--- config.mk ---
export PLATFORM = sky130hd
export DESIGN_NAME = mmn_ctrl
export DESIGN_NICKNAME = d
export VERILOG_FILES = /design/src/sv/mmn_pkg.sv /design/src/sv/mmn_ctrl.sv
export SDC_FILE = /design/constraint.sdc
export NUM_CORES = 1
export LEC_CHECK = 0
export ABC_AREA = 1
export BUFFER_PORTS_ARGS = -buffer_cell sky130_fd_sc_hd__clkbuf_2
export CORE_MARGIN = 2
export CORE_UTILIZATION = 40
export CTS_CLUSTER_SIZE = 24
export DETAILED_ROUTE_END_ITERATION = 8
export SYNTH_ARGS = -nofsm -noshare
export SYNTH_HDL_FRONTEND = slang
export SYNTH_SLANG_ARGS = --single-unit
export TNS_END_PERCENT = 100
--- constraint.sdc ---
create_clock -name clk -period 2.7 [get_ports clk]
set_input_delay 0.27 -clock clk [delete_from_list [all_inputs] [get_ports clk]]
set_output_delay 0.27 -clock clk [all_outputs]
set_load 0.02 [all_outputs]
--- src/sv/mmn_pkg.sv ---
// shared types, constants and helpers for the matrix multiply block
package mmn_pkg;

  localparam int MAX_DIM = 8;
  localparam int IDX_W   = $clog2(MAX_DIM);
  localparam int CNT_W   = 4;
  localparam int ADDR_W  = 2 * IDX_W;
  localparam int DEPTH   = MAX_DIM * MAX_DIM;
  localparam int DATA_W  = 32;
  localparam int PROD_W  = 2 * DATA_W;
  localparam int ACC_W   = PROD_W + $clog2(MAX_DIM);
  localparam int FRAC_W  = 16;
  localparam int TRUNC_W = ACC_W - FRAC_W;
  localparam int CFG_W   = 2;

  localparam logic [1:0] OP_WRITE_LEFT  = 2'd0;
  localparam logic [1:0] OP_WRITE_RIGHT = 2'd1;
  localparam logic [1:0] OP_COMPUTE     = 2'd2;

  localparam logic [CFG_W-1:0] CFG_ROW_COUNT     = 2'd0;
  localparam logic [CFG_W-1:0] CFG_COL_COUNT     = 2'd1;
  localparam logic [CFG_W-1:0] CFG_INNER_COUNT   = 2'd2;
  localparam logic [CFG_W-1:0] CFG_NEGATE_RESULT = 2'd3;

  localparam logic [CNT_W-1:0] DIM_RESET = CNT_W'(MAX_DIM);

  typedef struct packed {
    logic [1:0]              operation;
    logic [IDX_W-1:0]        row_index;
    logic [IDX_W-1:0]        col_index;
    logic signed [DATA_W-1:0] element_value;
  } in_item_t;

  typedef struct packed {
    logic [IDX_W-1:0]        out_row;
    logic [IDX_W-1:0]        out_col;
    logic signed [DATA_W-1:0] out_value;
    logic                    out_last;
  } out_item_t;

  typedef struct packed {
    logic              wr_left;
    logic              wr_right;
    logic              rd_en;
    logic              first;
    logic [ADDR_W-1:0] left_addr;
    logic [ADDR_W-1:0] right_addr;
    logic              emit;
    logic              negate;
    logic [IDX_W-1:0]  row;
    logic [IDX_W-1:0]  col;
    logic              last;
  } mmn_cmd_t;

  typedef struct packed {
    logic busy;
    logic out_free;
  } mmn_status_t;

  // highest index for a dimension register: zero acts as one, large values clamp
  function automatic logic [IDX_W-1:0] dim_last(input logic [CNT_W-1:0] v);
    logic [IDX_W-1:0] r;
    if (v == '0) begin
      r = '0;
    end else if (v > CNT_W'(MAX_DIM)) begin
      r = IDX_W'(MAX_DIM - 1);
    end else begin
      r = IDX_W'(v - CNT_W'(1));
    end
    return r;
  endfunction

endpackage

--- src/sv/mmn_ctrl.sv ---
// configuration registers and sequencer over rows, columns and inner index
module mmn_ctrl (
  input  logic                        clk,
  input  logic                        rst,
  input  logic                        in_valid,
  output logic                        in_ready,
  input  logic [1:0]                  operation,
  input  logic                        cfg_valid,
  input  logic [mmn_pkg::CFG_W-1:0]   cfg_index,
  input  logic [mmn_pkg::CNT_W-1:0]   cfg_data,
  input  mmn_pkg::mmn_status_t        status,
  output mmn_pkg::mmn_cmd_t           cmd
);

  localparam logic [1:0] S_IDLE  = 2'd0;
  localparam logic [1:0] S_ISSUE = 2'd1;
  localparam logic [1:0] S_DRAIN = 2'd2;

  logic [1:0]                 state;
  logic [1:0]                 state_next;
  logic [mmn_pkg::IDX_W-1:0]  r;
  logic [mmn_pkg::IDX_W-1:0]  r_next;
  logic [mmn_pkg::IDX_W-1:0]  c;
  logic [mmn_pkg::IDX_W-1:0]  c_next;
  logic [mmn_pkg::IDX_W-1:0]  k;
  logic [mmn_pkg::IDX_W-1:0]  k_next;
  logic [mmn_pkg::CNT_W-1:0]  row_count;
  logic [mmn_pkg::CNT_W-1:0]  col_count;
  logic [mmn_pkg::CNT_W-1:0]  inner_count;
  logic                       negate_result;
  logic [mmn_pkg::IDX_W-1:0]  r_last;
  logic [mmn_pkg::IDX_W-1:0]  c_last;
  logic [mmn_pkg::IDX_W-1:0]  k_last;
  logic                       take;

  always_ff @(posedge clk) begin
    if (rst) begin
      row_count     <= mmn_pkg::DIM_RESET;
      col_count     <= mmn_pkg::DIM_RESET;
      inner_count   <= mmn_pkg::DIM_RESET;
      negate_result <= 1'b0;
    end else if (cfg_valid) begin
      unique case (cfg_index)
        mmn_pkg::CFG_ROW_COUNT:     row_count     <= cfg_data;
        mmn_pkg::CFG_COL_COUNT:     col_count     <= cfg_data;
        mmn_pkg::CFG_INNER_COUNT:   inner_count   <= cfg_data;
        mmn_pkg::CFG_NEGATE_RESULT: negate_result <= cfg_data[0];
        default: ;
      endcase
    end
  end

  assign r_last   = mmn_pkg::dim_last(row_count);
  assign c_last   = mmn_pkg::dim_last(col_count);
  assign k_last   = mmn_pkg::dim_last(inner_count);
  assign in_ready = (state == S_IDLE) && !rst;
  assign take     = in_valid && in_ready;

  always_comb begin
    state_next = state;
    r_next     = r;
    c_next     = c;
    k_next     = k;

    cmd            = '0;
    cmd.left_addr  = {r, k};
    cmd.right_addr = {k, c};
    cmd.first      = (k == '0);
    cmd.negate     = negate_result;
    cmd.row        = r;
    cmd.col        = c;
    cmd.last       = (r == r_last) && (c == c_last);

    unique case (state)
      S_IDLE: begin
        if (take) begin
          unique case (operation)
            mmn_pkg::OP_WRITE_LEFT:  cmd.wr_left  = 1'b1;
            mmn_pkg::OP_WRITE_RIGHT: cmd.wr_right = 1'b1;
            mmn_pkg::OP_COMPUTE: begin
              r_next     = '0;
              c_next     = '0;
              k_next     = '0;
              state_next = S_ISSUE;
            end
            default: ;
          endcase
        end
      end
      S_ISSUE: begin
        cmd.rd_en = 1'b1;
        if (k == k_last) begin
          state_next = S_DRAIN;
        end else begin
          k_next = k + 1'b1;
        end
      end
      S_DRAIN: begin
        // accumulator final once the pipeline has emptied
        if (!status.busy && status.out_free) begin
          cmd.emit = 1'b1;
          k_next   = '0;
          if (cmd.last) begin
            state_next = S_IDLE;
          end else begin
            state_next = S_ISSUE;
            if (c == c_last) begin
              c_next = '0;
              r_next = r + 1'b1;
            end else begin
              c_next = c + 1'b1;
            end
          end
        end
      end
      default: state_next = S_IDLE;
    endcase
  end

  always_ff @(posedge clk) begin
    if (rst) begin
      state <= S_IDLE;
      r     <= '0;
      c     <= '0;
      k     <= '0;
    end else begin
      state <= state_next;
      r     <= r_next;
      c     <= c_next;
      k     <= k_next;
    end
  end

endmodule

==> summary.txt <==
Setup path
  • CP required: 2.43 ns
  • Crit path DAT: 1.80 ns
  • Max Fanout on Critical Path: 4
  • CP Launch Type: flip-flop
  • Setup CP Type: flip-flop to output pin
  • Setup crit end kind: output pin

Placed design
  • Port Buffers: 39
  • Post-detail-place hpwl: 2440 um
  • GP Congestion: 0.809

Timing
  • RSZ-0062 raised after global routing: no
  • Setup_tns: 0 ns
  • Worst slew pin tran: 0.531 ns
  • Final Hold Viols: 0
  • Crit share post-route: 76.8%
  • Slew headroom: 64.6%
  • Worst hold slack: 0.270 ns
  • Min Tclk post-route: 2.07 ns
  • Max Fclk: 0.482 GHz
  • Final setup vio count: 0
  • Worst clock skew: 0.00378 ns
  • Fin. max-slew vios: 0

Clocking
  • Clk sinks: 24
  • CTS tree: done
  • Root Buffer: clkbuf_8
  • CTS buffer count: 3
  • Worst skew pair latency: 0.27 ns
  • Clock tree buffer depth: 2
  • CTS clk-pin slew, worst paths: 0.08 ns
  • Setup bufs post-CTS: 0
  • Htree depth: 1
  • Post-CTS sizing: 0
  • Hold_buf cts: 0

Pwr
  • Switch Pwr: 251 uW
  • Combinational group share of total power: 22.8%
  • Clock power frac: 29.6%
  • Reg power frac: 47.6%
  • Sw Ratio: 30.6%
  • P per Cell Area: 470 nW/um^2
  • Int Pwr: 570 uW
  • Lkg Pwr: 0.000897 uW
  • Worst vdd ir: 302 uV

Yosys
  • Mapped Area: 1530 sq um
  • Post-synthesis sequential area ratio: 31.5%
  • Post-Synthesis Cells: 239
  • Syn Nets: 260
  • Mean Syn Cell Area: 6.38 sq um
  • Distinct cells, synth: 21
  • Yosys reg bits: 24
  • Synth warn: 0

Die
  • Top-level I/O count: 40
  • Die ar.: 4320 sq um
  • Die Span Y: 65.8 um
  • FP Rows: 22
  • Starting density of the core: 41.7%
  • Die X: 65.8 um
  • Core area: 3660 sq um

Status
  • Status: complete, no violations

Cells and area
  • Layout cells sized above 1: 18.1%
  • Antenna cell count: 0
  • Most frequent cells in the layout: 56 x nand2_1, 39 x clkbuf_2, 38 x inv_1
  • Most common cell after layout, fill and taps aside: nand2_1
  • Nets: 292
  • Area grow syn2layout: 14.7%

Route
  • Pre-antenna DRT Iters: 4
  • Post-DRT Antenna Nets: 0
  • DRC violations left: 0
  • Via/cell ratio: 4.59
  • Post-Route WL: 3080 um
  • Drt wl/cell: 9.69 um
  • Via count: 1459
  • Initial DRC Count: 40

Global routing
  • Vias in the first global route: 1224
  • First-pass GRT wire length: 5150 um
  • Gr usage total: 15.2%
  • Largest net degree at the start of global routing: 20
  • Initial antenna violation count: 0
  • Total congestion overflow: 0

Job
  • Max-Cap Viols: 0

Worst hold path
  • Hold Crit Class: input pin to flip-flop
-- final timing paths --
| check | slack, ns | start | end | cells past startpoint |
|---|---|---|---|---|
| setup / recovery | 0.63 | col_count[0] | cmd[0] | 12 |
| hold / removal | 0.27 | cfg_data[3] | col_count[3] | 3 |
| setup reg to reg | 0.82 | col_count[0] | c[1] | 14 |
| hold reg to reg | 0.45 | negate_result | negate_result | 2 |
-- layer usage --
layer	GRT usage, %	up-vias	share of wire (%)	routed length, um
met5	0	-	0	0
met4	4.95	0	2.1	65
met3	4.62	8	5.6	173
met2	23.4	36	41	1270
met1	20.3	603	51	1570
li1	-	812	-	-
-- synthesized netlist by cell type --
library cell / count / area, sq um
xnor2_1: 1 / 8.76
ha_1: 7 / 87.6
nand2_1: 56 / 210
inv_1: 38 / 143
buf_4: 11 / 82.6
a21oi_1: 19 / 95.1
nand2_2: 2 / 12.5
nand3b_1: 1 / 7.51
o21a_1: 1 / 7.51
nor2_1: 23 / 86.3
o211ai_1: 2 / 15.0
o21ai_0: 16 / 80.1
nand4_1: 2 / 12.5
nor3_1: 5 / 25.0
nor2_2: 2 / 12.5
xor2_1: 3 / 26.3
inv_2: 1 / 3.75
nor3_2: 1 / 10.0
nand3_1: 23 / 115
dfxtp_1: 24 / 480
clkbuf_1: 1 / 3.75
-- power groups by stage --
stage | Sequential [uW] | Clock (uW) | Combinational [uW]
6_report | 392 | 243 | 187
3_5_place_dp | 400 | 0 | 189
4_1_cts | 392 | 253 | 189
3_3_place_gp | 400 | 0 | 189
5_1_grt | 395 | 269 | 216
2_1_floorplan | 406 | 0 | 139
-- worst max-delay path, cell delays in order (launching register included) --
cell	delay (ns)
dfxtp_1	0.33
inv_1	0.06
ha_1	0.22
nand2_1	0.08
nand2_1	0.09
nand2_1	0.07
nand3_1	0.06
nand2_1	0.06
inv_1	0.04
nor2_1	0.18
nand2_1	0.12
inv_1	0.07
clkbuf_2	0.16
-- flip-flops by register name, summed over array words and instances (netlist names) --
name / cells
r: 3
k: 3
row_count: 4
col_count: 4
state: 2
negate_result: 1
c: 3
inner_count: 4
-- final cells by class --
type / count / area, sq um
Sequential cell: 24 / 480
Multi-Input combinational cell: 164 / 812
Inverter: 39 / 146
Fill cell: 399 / 1910
Timing Repair Buffer: 39 / 195
Tap cell: 48 / 60.1
Clock buffer: 4 / 55.1
-- kinds of logic after synthesis --
kind of cell    synth area share [%]
simple gates                    32.2
fa+ha+maj                       5.74
compound gates                  13.0
flops                           31.5
buf+inv                         15.3
xor+xnor                        2.30
-- stage by stage --
stage	total power [uW]	cell area [sq um]	cells	util, %	setup WS [ns]
floorplan	545	1530	239	-	1.03
global placement	589	1690	314	46.3	0.883
detailed placement	589	1690	314	46.3	0.820
CTS	834	1750	318	47.8	0.618
global route	879	1750	318	47.8	0.401
finish	822	1750	318	47.8	0.627
No activity file was read; power rests on OpenSTA's default activity.
